**config.mk**
```make
export PLATFORM = sky130hd
export DESIGN_NAME = gcd_dist
export DESIGN_NICKNAME = d
export VERILOG_FILES = /design/src/hw/rtl/gcd_pkg.sv /design/src/hw/rtl/gcd_dist.sv
export SDC_FILE = /design/constraint.sdc
export NUM_CORES = 2
export LEC_CHECK = 0
export ABC_AREA = 1
export BUFFER_PORTS_ARGS = -buffer_cell sky130_fd_sc_hd__buf_2
export CAP_MARGIN = 20
export CELL_PAD_IN_SITES_DETAIL_PLACEMENT = 0
export CELL_PAD_IN_SITES_GLOBAL_PLACEMENT = 1
export CORE_ASPECT_RATIO = 0.5
export CORE_MARGIN = 3
export CORE_UTILIZATION = 38
export CTS_CLUSTER_SIZE = 40
export DETAILED_ROUTE_END_ITERATION = 12
export GPL_TIMING_DRIVEN = 0
export PLACE_DENSITY_LB_ADDON = 0.1
export SETUP_SLACK_MARGIN = 0.02
export SKIP_CTS_REPAIR_TIMING = 1
export SLEW_MARGIN = 20
export SYNTH_ARGS = -nofsm -noshare
export SYNTH_HDL_FRONTEND = slang
export SYNTH_SLANG_ARGS = --single-unit
```
**constraint.sdc**
```tcl
create_clock -name clk -period 6.2 [get_ports clk]
set_input_delay 1.24 -clock clk [delete_from_list [all_inputs] [get_ports clk]]
set_output_delay 1.24 -clock clk [all_outputs]
set_load 0.03 [all_outputs]
```
**src/hw/rtl/gcd_pkg.sv**
```systemverilog
`default_nettype none
package gcd_pkg;

	localparam int CORDIC_STAGES = 24;

	localparam logic [31:0] ATAN_TAB [32] = '{
		32'h20000000, 32'h12E4051E, 32'h09FB385B, 32'h051111D4,
		32'h028B0D43, 32'h0145D7E1, 32'h00A2F61E, 32'h00517C55,
		32'h0028BE53, 32'h00145F2F, 32'h000A2F98, 32'h000517CC,
		32'h00028BE6, 32'h000145F3, 32'h0000A2F9, 32'h0000517C,
		32'h000028BE, 32'h0000145F, 32'h00000A2F, 32'h00000517,
		32'h0000028B, 32'h00000145, 32'h000000A2, 32'h00000051,
		32'h00000028, 32'h00000014, 32'h0000000A, 32'h00000005,
		32'h00000002, 32'h00000001, 32'h00000000, 32'h00000000
	};

	localparam logic signed [32:0] CORDIC_K     = 33'sd652032874;
	localparam logic [30:0]        DIV45_MUL    = 31'd1527099484;
	localparam logic [16:0]        DIV90_MUL    = 17'd93207;
	localparam logic [33:0]        PI_Q32       = 34'd13493037705;
	localparam logic [31:0]        QUARTER_TURN = 32'h4000_0000;
	localparam logic [31:0]        HALF_TURN    = 32'h8000_0000;
	localparam logic [25:0]        DIST_MAX     = 26'h3FF_FFFF;
	localparam logic [24:0]        BEAR_FULL    = 25'd23592960;

	localparam logic [27:0] REF_LAT_RST = 28'd44088090;
	localparam logic [28:0] REF_LON_RST = 29'd12895937;
	localparam logic [23:0] RADIUS_RST  = 24'd6371000;

	localparam int SQRT_STAGES = 31;
	localparam int FRONT_LAT   = 4;
	localparam int SC_LAT      = CORDIC_STAGES + 2;
	localparam int HAV_LAT     = 3;
	localparam int ISQRT_LAT   = SQRT_STAGES + 1;
	localparam int VEC_LAT     = CORDIC_STAGES + 2;
	localparam int DIST_LAT    = 3;
	localparam int TOTAL_LAT   = FRONT_LAT + SC_LAT + HAV_LAT + ISQRT_LAT + VEC_LAT + DIST_LAT;
	localparam int BEAR_DELAY  = SC_LAT + HAV_LAT + ISQRT_LAT + DIST_LAT;

	typedef enum logic [1:0] {
		REG_REF_LAT = 2'd0,
		REG_REF_LON = 2'd1,
		REG_RADIUS  = 2'd2
	} reg_addr_t;

	typedef struct packed {
		logic at_ref;
		logic lat_neg;
		logic lon_neg;
	} bear_ctl_t;

endpackage
`default_nettype wire

```
**src/hw/rtl/gcd_dist.sv**
```systemverilog
`default_nettype none
module gcd_dist (
	input  wire logic        clk,
	input  wire logic [23:0] radius,
	input  wire logic [30:0] z,
	output logic [25:0]      dist_m
);
	import gcd_pkg::*;

	logic [63:0] lo_sum;
	logic [27:0] total;

	logic [54:0] m_s1;
	logic [61:0] ah_s2;
	logic [60:0] bb_s2;
	logic [25:0] dist_s3;

	always_comb begin
		lo_sum = 64'({ah_s2[34:0], 27'b0}) + 64'(bb_s2) + 64'h2000_0000_0000_0000;
		total  = 28'(ah_s2[61:35]) + 28'(lo_sum[63:62]);
	end

	always_ff @(posedge clk) begin
		m_s1    <= 55'(radius) * 55'(z);
		ah_s2   <= 62'(m_s1[54:27]) * 62'(PI_Q32);
		bb_s2   <= 61'(m_s1[26:0]) * 61'(PI_Q32);
		dist_s3 <= (total > 28'(DIST_MAX)) ? DIST_MAX : total[25:0];
	end

	assign dist_m = dist_s3;

endmodule
`default_nettype wire

```
==> metrics.txt <==
RSZ-0062 raised after global routing true; ys async rst share 0%; met1 Resource Use GR 41.03%; final worst slack -0.5404 ns; gr usage total 27.07%; CP max FO 7; antenna viol nets, final 0; # port buffers 81; dpl cells 10.08k; main combinational cell family by area after synthesis adder cells; final-report setup violation count 38; Reg clk slew, reported paths 0.09 ns; GR peak layer met1; Simple-Gate Fraction of Synth Area 15.44%; DR DRC count 0; CTS Buf Count 17; post-route setup TNS -11.76 ns; number of DRC violations after detailed-routing iteration 0 3389; GRT met2 Usage 40.88%; Mapped Nets 10.01k; Final Hold Viols 0; Die Area 0.1688 sq mm; core region area 0.1616 sq mm; vias in the first global route 50.91k; Cell variety after synth 37; crit end category flip-flop; root buffer cell clkbuf_16; TritonCTS clock tree built; largest net degree at the start of global routing 22; Post-Layout Cell Count 10.37k; Max-Cap Viols 0; grt ovf 0; XOR/XNOR share of the synthesized area 1.381%; period utilisation layout 108.7%; clk_lat worst skew 0.50 ns; vias per cell 4.768; ys flop type dfxtp_1; initial antenna violation count 3; Synth Instances 7822; met3 global-route usage 4.337%; H-tree depth 4; die width 578.0 um; first-pass GRT wire length 333.2 mm; Compound-Gate Fraction of Synth Area 3.410%; vias after detailed routing 49.46k; post-synthesis mux area share 0%; post-synthesis sequential area ratio 5.700%; post-synthesis area per instance 7.947 sq um; wire per inst 22.06 um; status complete, but fails checks; Post-Synth Adder-Cell Area 58.33%; post-route minimum period 6.740 ns; clock tree buffer depth 2; # rows 104; relative slew slack 57.13%; Worst Path Class, Setup input port to flip-flop; Starting Density 38.46%; Post-synth EDFFs 0; CP arrival 7.11 ns; post-DP HPWL 195.0 mm; area delta synth->final 19.43%; Yosys reg bits 177; Worst Tran Pin Value 0.6431 ns; count of nets after finishing 10.37k; Max Slew Vio Count 0; I/O Pins 82; Critical Path RT 6.57 ns; CTS sink cnt 177; layout cells sized above 1 15.81%; Fmax achieved 0.1484 GHz; routability congestion estimate 0.9415; Ys Warns 0; die height 292.0 um; drt total wl 228.8 mm; startpoint types input port; Detailed Routing Iterations Pass 1 6; Hold Crit Class flip-flop to flip-flop; Mapped Area 0.06216 sq mm; failing checks negative setup slack; Clock Skew 0.02720 ns
## metal layers
layer  vias up  share of wire (%)
li1      23330                  -
met1     24530                 48
met2      1407                 42
met3       196                7.3
met4         0                2.6
met5         -                  0
## critical path, stage by stage
cell	delay, ns
buf_12	0.11
clkbuf_16	0.18
nand2_4	0.07
inv_2	0.03
fa_1	0.52
inv_2	0.05
fa_1	0.59
inv_1	0.07
fa_1	0.46
fa_2	0.61
fa_2	0.46
fa_1	0.50
inv_2	0.04
fa_2	0.67
inv_2	0.07
ha_4	0.34
nand2_4	0.09
nor2_4	0.15
nand2_4	0.09
nor4_4	0.35
nand3_1	0.17
nand4_1	0.14
nand2_2	0.08
## area by class of cell
cell class                      count  area [sq um]
Inverter                         2467          9265
Timing Repair Buffer              345          3476
Multi-Input combinational cell   5042         52170
Tap cell                         2173          2719
Clock buffer                       17         425.4
Clock inverter                     15         196.4
Fill cell                       16380         87380
Sequential cell                   177          3737
Antenna cell                        1         2.502
Buffer                            136          2242
## flip-flops by register name, indices dropped and copies added, names as in the netlist
signal,flops
m_s1,55
dist_m,26
ah_s2,62
bb_s2,34
## kinds of logic after synthesis
family | after synthesis
xor+xnor | 98
buf+inv | 2603
fa+ha+maj | 2130
compound gates | 402
simple gates | 2412
flops | 177
## per-stage QoR
stage / worst slack (ns) / hold slack, ns / utilization [%] / area (sq um)
global route: -0.6210 / 0.5188 / 45.93 / 74230
global placement: -1.662 / 0.4965 / 41.23 / 66630
CTS: -1.119 / 0.4925 / 41.61 / 67250
finish: -0.5404 / 0.4876 / 45.93 / 74240
detailed placement: -1.680 / 0.4688 / 41.23 / 66630
floorplan: -0.1152 / 0.4328 / - / 63500
## path summary, 6_finish.rpt
check	slack (ns)	endpoint	cells past startpoint	startpoint
min reg2reg	0.49	dist_m[24]	2	ah_s2[59]
min	0.49	dist_m[24]	2	ah_s2[59]
max	-0.54	m_s1[39]	23	z[8]
max reg2reg	0.16	ah_s2[46]	21	m_s1[31]
## cell usage after synthesis, drive strengths merged (5+ instances only)
| master | n | area (sq um) |
|---|---|---|
| o21bai | 19 | 142.6 |
| a21boi | 7 | 52.55 |
| nor3 | 41 | 236.5 |
| a21o | 6 | 45.04 |
| xor2 | 75 | 656.9 |
| o21ai | 136 | 688.2 |
| ha | 850 | 10640 |
| clkbuf | 133 | 499.2 |
| fa | 1280 | 25620 |
| nand4 | 63 | 394.1 |
| nand3 | 153 | 778.3 |
| nand3b | 5 | 41.29 |
| nor2 | 351 | 1330 |
| xnor2 | 23 | 201.4 |
| dfxtp | 177 | 3543 |
| inv | 2467 | 9260 |
| nand2 | 1781 | 6688 |
| o21a | 5 | 37.54 |
| nor4 | 11 | 81.32 |
| a21oi | 226 | 1131 |
## placed cells by master, fill, tap and decap left out, types with 6 or more instances in the layout
cell type  synthesis  final
nand3_4            1      6
nor3_2             4      9
buf_6              2     51
dfxtp_1          177    122
fa_2               0     71
nand2_4            0     46
buf_4              0    215
fa_1            1280   1209
buf_8              0     32
ha_1             850    766
buf_12             0    114
a21oi_1          226    145
nor2_2             2     49
clkbuf_16          0     35
nor2_1           348    242
ha_2               0     19
inv_2              1    111
nand3_2            0     18
a21oi_2            0     59
buf_2              0     33
xnor2_1           23     20
inv_1           2466   2354
dfxtp_4            0     50
xor2_1            75     62
nand2_2            1    124
nand2_1         1780   1609
clkbuf_4           0      9
nand3_1          152    129
ha_4               0     65
o21ai_0          134     92
nor2_4             1     60
a21o_1             6      6
nor3_1            36     27
xor2_2             0     12
o21ai_2            2     22
nand4_1           63     63
a21oi_4            0     22
o21ai_1            0     20
o21bai_1          19     14
Power is left out: the tool's default activity adds up to more than one toggle a clock period on the data nets, which glitch-free logic cannot reach.
