[src/hw/rtl/gcd_pkg.sv]
`default_nettype none
package gcd_pkg;

	localparam int CORDIC_STAGES = 24;

	localparam logic [31:0] ATAN_TAB [32] = '{
		32'h20000000, 32'h12E4051E, 32'h09FB385B, 32'h051111D4,
		32'h028B0D43, 32'h0145D7E1, 32'h00A2F61E, 32'h00517C55,
		32'h0028BE53, 32'h00145F2F, 32'h000A2F98, 32'h000517CC,
		32'h00028BE6, 32'h000145F3, 32'h0000A2F9, 32'h0000517C,
		32'h000028BE, 32'h0000145F, 32'h00000A2F, 32'h00000517,
		32'h0000028B, 32'h00000145, 32'h000000A2, 32'h00000051,
		32'h00000028, 32'h00000014, 32'h0000000A, 32'h00000005,
		32'h00000002, 32'h00000001, 32'h00000000, 32'h00000000
	};

	localparam logic signed [32:0] CORDIC_K     = 33'sd652032874;
	localparam logic [30:0]        DIV45_MUL    = 31'd1527099484;
	localparam logic [16:0]        DIV90_MUL    = 17'd93207;
	localparam logic [33:0]        PI_Q32       = 34'd13493037705;
	localparam logic [31:0]        QUARTER_TURN = 32'h4000_0000;
	localparam logic [31:0]        HALF_TURN    = 32'h8000_0000;
	localparam logic [25:0]        DIST_MAX     = 26'h3FF_FFFF;
	localparam logic [24:0]        BEAR_FULL    = 25'd23592960;

	localparam logic [27:0] REF_LAT_RST = 28'd44088090;
	localparam logic [28:0] REF_LON_RST = 29'd12895937;
	localparam logic [23:0] RADIUS_RST  = 24'd6371000;

	localparam int SQRT_STAGES = 31;
	localparam int FRONT_LAT   = 4;
	localparam int SC_LAT      = CORDIC_STAGES + 2;
	localparam int HAV_LAT     = 3;
	localparam int ISQRT_LAT   = SQRT_STAGES + 1;
	localparam int VEC_LAT     = CORDIC_STAGES + 2;
	localparam int DIST_LAT    = 3;
	localparam int TOTAL_LAT   = FRONT_LAT + SC_LAT + HAV_LAT + ISQRT_LAT + VEC_LAT + DIST_LAT;
	localparam int BEAR_DELAY  = SC_LAT + HAV_LAT + ISQRT_LAT + DIST_LAT;

	typedef enum logic [1:0] {
		REG_REF_LAT = 2'd0,
		REG_REF_LON = 2'd1,
		REG_RADIUS  = 2'd2
	} reg_addr_t;

	typedef struct packed {
		logic at_ref;
		logic lat_neg;
		logic lon_neg;
	} bear_ctl_t;

endpackage
`default_nettype wire

[src/hw/rtl/gcd_front.sv]
`default_nettype none
module gcd_front (
	input  wire logic                clk,
	input  wire logic signed [27:0]  event_lat,
	input  wire logic signed [28:0]  event_lon,
	input  wire logic signed [27:0]  ref_lat,
	input  wire logic signed [28:0]  ref_lon,
	output logic [3:0][31:0]         turn,
	output logic [29:0]              mag_lat,
	output logic [29:0]              mag_lon,
	output gcd_pkg::bear_ctl_t       ctl
);
	import gcd_pkg::*;

	logic signed [28:0] dlat;
	logic signed [29:0] dlon;
	logic signed [29:0] op [4];
	logic [60:0] prod45 [4];
	logic [29:0] q45 [4];
	logic [15:0] num [4];
	logic [32:0] prod90 [4];
	logic [31:0] base [4];
	logic [31:0] mag32 [4];

	logic [29:0] mag_s1 [4];
	logic        neg_s1 [4];
	bear_ctl_t   ctl_s1;
	logic [29:0] mag_s2 [4];
	logic [23:0] quo_s2 [4];
	logic        neg_s2 [4];
	bear_ctl_t   ctl_s2;
	logic [5:0]  rem_s3 [4];
	logic [23:0] quo_s3 [4];
	logic        neg_s3 [4];
	logic [29:0] mlat_s3, mlon_s3;
	bear_ctl_t   ctl_s3;
	logic [31:0] turn_s4 [4];
	logic [29:0] mlat_s4, mlon_s4;
	bear_ctl_t   ctl_s4;

	always_comb begin
		dlat  = 29'(event_lat) - 29'(ref_lat);
		dlon  = 30'(event_lon) - 30'(ref_lon);
		op[0] = 30'(dlat);
		op[1] = dlon;
		op[2] = 30'(ref_lat);
		op[3] = 30'(event_lat);
		for (int k = 0; k < 4; k++) begin
			prod45[k] = 61'(mag_s1[k]) * 61'(DIV45_MUL);
			q45[k]    = {6'b0, quo_s2[k]} * 30'd45;
			if (k < 2) begin
				num[k]  = 16'({rem_s3[k], 9'b0}) + 16'd45;
				base[k] = {quo_s3[k], 8'b0};
			end else begin
				num[k]  = 16'({rem_s3[k], 10'b0}) + 16'd45;
				base[k] = 32'({quo_s3[k], 9'b0});
			end
			prod90[k] = 33'(num[k]) * 33'(DIV90_MUL);
			mag32[k]  = base[k] + 32'(prod90[k][32:23]);
		end
	end

	always_ff @(posedge clk) begin
		for (int k = 0; k < 4; k++) begin
			neg_s1[k] <= op[k][29];
			mag_s1[k] <= op[k][29] ? 30'(-op[k]) : 30'(op[k]);
			mag_s2[k] <= mag_s1[k];
			quo_s2[k] <= prod45[k][59:36];
			neg_s2[k] <= neg_s1[k];
			rem_s3[k] <= 6'(mag_s2[k] - q45[k]);
			quo_s3[k] <= quo_s2[k];
			neg_s3[k] <= neg_s2[k];
			turn_s4[k] <= neg_s3[k] ? (32'd0 - mag32[k]) : mag32[k];
		end
		ctl_s1.at_ref  <= (dlat == 29'sd0) && (dlon == 30'sd0);
		ctl_s1.lat_neg <= dlat[28];
		ctl_s1.lon_neg <= dlon[29];
		ctl_s2  <= ctl_s1;
		ctl_s3  <= ctl_s2;
		ctl_s4  <= ctl_s3;
		mlat_s3 <= mag_s2[0];
		mlon_s3 <= mag_s2[1];
		mlat_s4 <= mlat_s3;
		mlon_s4 <= mlon_s3;
	end

	always_comb begin
		for (int k = 0; k < 4; k++) begin
			turn[k] = turn_s4[k];
		end
	end

	assign mag_lat = mlat_s4;
	assign mag_lon = mlon_s4;
	assign ctl     = ctl_s4;

endmodule
`default_nettype wire

[config.mk]
export PLATFORM = sky130hd
export DESIGN_NAME = gcd_front
export DESIGN_NICKNAME = d
export VERILOG_FILES = /design/src/hw/rtl/gcd_pkg.sv /design/src/hw/rtl/gcd_front.sv
export SDC_FILE = /design/constraint.sdc
export NUM_CORES = 2
export LEC_CHECK = 0
export ABC_AREA = 1
export BUFFER_PORTS_ARGS = -buffer_cell sky130_fd_sc_hd__buf_2
export CORE_MARGIN = 2
export CORE_UTILIZATION = 35
export CTS_CLUSTER_DIAMETER = 100
export DETAILED_ROUTE_END_ITERATION = 6
export PLACE_DENSITY = 0.55
export SLEW_MARGIN = 5
export SYNTH_ARGS = -nofsm -noshare
export SYNTH_HDL_FRONTEND = slang
export SYNTH_SLANG_ARGS = --single-unit
[constraint.sdc]
create_clock -name clk -period 15.55 [get_ports clk]
set_clock_uncertainty 0.05 [all_clocks]
set_input_delay 3.11 -clock clk [delete_from_list [all_inputs] [get_ports clk]]
set_output_delay 3.11 -clock clk [all_outputs]
set_load 0.02 [all_outputs]
==> results.json <==
{
  "grt_overflow": 0,
  "drive_gt1_share_pct": 5.30,
  "critPathCaptureType": "register",
  "regToRegEndpoint": "quo_s2[0][18]$_DFF_P_",
  "fillers": 29300,
  "clk_latency_ns": 0.83,
  "io_buffers": 305,
  "r2r_setup_slack_ns": 8.30,
  "num_vias": 76200,
  "ant_nets": 0,
  "fin_ws_ns": 8.30,
  "ys.flop_type": "dfxtp_1",
  "avgSynthCellArea_um2": 8.12,
  "critPathMaxFanout": 7,
  "period_share_pct": 46.6,
  "critPathMaxStageDelay_ns": 0.74,
  "required_ns": 16.18,
  "tns_ns": 0,
  "max_cap_viol_count": 0,
  "critPathMostFrequentCell": "fa_1",
  "fin_crit_ns": 7.25,
  "grt_pass1_wl_um": 457000,
  "fin_cells": 16300,
  "placedCellCount": 16100,
  "place_hpwl_um": 258000,
  "worstHoldStart": "mlon_s3[24]$_DFF_P_",
  "first_global_vias": 79000,
  "fp.dieH_um": 533,
  "yosysSeqAreaShare_pct": 13.7,
  "maxSlewViolCount": 0,
  "syn_inst": 12000,
  "yosysWarnings": 0,
  "initial_utilization_pct": 35.1,
  "place_ws_ns": 8.31,
  "syn_to_final_growth_pct": 9.89,
  "hold_buffers": 0,
  "num_io_pins": 306,
  "clk_pin_slew_ns": 0.06,
  "holdCritPathClass": "register to register",
  "critPathKind": "register to register",
  "cts_resized": 0,
  "rr_worst_depth": 22,
  "grt.total_usage_pct": 20.8,
  "first_pass_iters": 7,
  "outcome": "complete, but fails checks",
  "cts_tree": "yes",
  "fin_nets": 15600,
  "wl_um": 292000,
  "rsz0062_at_grt": "no",
  "clock_sinks": 670,
  "dieArea_um2": 284000,
  "wl_per_cell_um": 18.0,
  "multi_input_area_um2": 71800,
  "critPathLaunchType": "register",
  "die_w_um": 533,
  "timing.rr.start": "mag_s1[0][13]$_DFF_P_",
  "synth_cell_type_count": 57,
  "hold_viol": 0,
  "crit_slowest_cell": "dfxtp_1",
  "cts_buffers": 98,
  "ys_ff_latch": 670,
  "gp_congestion": 0.951,
  "clk_path_buf_depth": 4,
  "holdPathStages": 0,
  "cp.arrival_ns": 7.87,
  "mappedNetlistArea_um2": 97800,
  "synth_edf_count": 0,
  "core_region_area_um2": 279000,
  "cts_root_buffer": "clkbuf_16",
  "htreeDepth": 3,
  "whs_endpoint": "mag_lon[24]$_DFF_P_",
  "worst_slew_pin_slew_ns": 0.815,
  "path_cells": "ha_1 -> inv_1 -> fa_1 -> inv_1 -> fa_1 -> fa_1 -> inv_1 -> fa_1 -> fa_1 -> inv_1 -> fa_1 -> fa_1 -> ha_1 -> nand2_1 -> nor2_1 -> inv_1 -> nor2_1 -> inv_1 -> nor4_1 -> nand3_1 -> o221ai_1 -> xor2_1",
  "final_core_util_pct": 38.6,
  "synth-async-reset-ratio_pct": 0,
  "floorplan.rows": 194,
  "grt_max_degree": 36,
  "max_freq_ghz": 0.138,
  "finalSetupViolations": 0,
  "cts_setup_buffers": 0,
  "ff_latch_area_um2": 13400,
  "critPathBufInv": 6,
  "antenna_found_initial": 35,
  "drc_errors": 2,
  "via_per_inst": 4.69,
  "slew_headroom_pct": 45.2,
  "drt-initial-drc-count": 4402,
  "failed_checks": "design-rule violations",
  "cp_top_family": "adder cells"
}
-- cell families (layout without fill, tap and decap cells) --
logic type | Yosys count | count (layout) | synth area share, %
xor+xnor | 375 | 375 | 3.38
flops | 670 | 670 | 13.7
buf+inv | 3353 | 3829 | 12.9
other cells | 1 | 20 | 0.00383
simple gates | 3694 | 3694 | 16.1
fa+ha+maj | 3050 | 3050 | 48.7
compound gates | 899 | 899 | 5.21
-- through the flow --
step	hold WS, ns	area (um2)
global route	0.271	107000
global placement	0.261	104000
detailed placement	0.262	104000
CTS	0.256	107000
floorplan	0.260	97800
finish	0.252	107000
-- layout make-up --
cell class                      instances  area share [%]
Clock inverter                         66           0.765
Clock buffer                          112            2.40
Multi-Input combinational cell       8023            66.8
Timing Repair Buffer                  323            1.55
Tap cell                             3724            4.34
Inverter                             3328            11.6
Sequential cell                       670            12.5
Antenna cell                           15          0.0349
-- worst max path at each step --
| stage | from | end | slack, ns | depth (start not counted) |
|---|---|---|---|---|
| after floorplan | rem_s3[1][4]$_DFF_P_ | turn_s4[1][28]$_DFF_P_ | 9.20 | 36 |
| after CTS | mag_s1[0][12]$_DFF_P_ | quo_s2[0][10]$_DFF_P_ | 8.28 | 23 |
| after global routing | rem_s3[1][4]$_DFF_P_ | turn_s4[1][28]$_DFF_P_ | 7.72 | 36 |
| after detailed placement | mag_s1[0][12]$_DFF_P_ | quo_s2[0][10]$_DFF_P_ | 8.31 | 23 |
| final | mag_s1[0][13]$_DFF_P_ | quo_s2[0][18]$_DFF_P_ | 8.30 | 22 |
| after global placement | mag_s1[0][12]$_DFF_P_ | quo_s2[0][10]$_DFF_P_ | 8.28 | 23 |
-- state kept, by name, summed over array words and instances (netlist names), 24 cells and up --
signal and flops:
mag_lat 30, mag_lon 30, mag_s1 120, mag_s2 72, mlat_s3 30, mlon_s3 30
quo_s2 94, quo_s3 94, rem_s3 24, turn_s4 128
-- synth_stat cells (all sizes together) (4+ instances only) --
library cell / n / area share (%)
o21ai: 280 / 1.5
nand3: 367 / 1.9
and2: 5 / 0.032
a211oi: 7 / 0.054
a21oi: 363 / 1.9
and3: 13 / 0.083
xor2: 254 / 2.3
nand4: 201 / 1.3
inv: 3326 / 13
o2111ai: 8 / 0.072
nor3: 106 / 0.62
o21a: 15 / 0.12
ha: 1782 / 23
o31ai: 12 / 0.092
o21bai: 33 / 0.25
a21boi: 9 / 0.069
nand3b: 38 / 0.29
a21o: 46 / 0.35
buf: 7 / 0.033
clkbuf: 18 / 0.069
xnor2: 121 / 1.1
nor3b: 4 / 0.031
or2: 14 / 0.090
fa: 1268 / 26
nor4: 32 / 0.20
a221oi: 8 / 0.072
o211ai: 14 / 0.11
nand2: 2066 / 8.1
dfxtp: 670 / 14
a31oi: 96 / 0.61
o221ai: 5 / 0.045
nor2: 847 / 3.4
-- layout by cell type, fill, tap and decap left out, drive strengths merged, types with 4 or more instances in the layout --
cell type / n
a31oi: 96
buf: 323
and3: 13
o21a: 15
nor4: 32
xor2: 254
a21oi: 363
nand2: 2066
fa: 1268
clkbuf: 112
a221oi: 8
o2111ai: 8
inv: 3351
bufinv: 11
o221ai: 5
a21o: 46
nor3: 106
o21ai: 280
clkinvlp: 5
a211oi: 7
conb: 5
clkinv: 27
nor2: 847
dfxtp: 670
or2: 14
a21boi: 9
nand3: 367
o211ai: 14
nand3b: 38
o21bai: 33
xnor2: 121
diode: 15
ha: 1782
nand4: 201
and2: 5
o31ai: 12
nor3b: 4
-- layer usage --
metal	wire (um)	vias up	track usage, %
met2	134000	1771	34.5
met5	141	-	0
met3	15800	423	3.14
li1	-	37800	-
met1	133000	36200	27.8
met4	9350	20	5.96
Power is not shown: default switching activity piles up to over one toggle a cycle in this logic, so the estimate is an artifact.
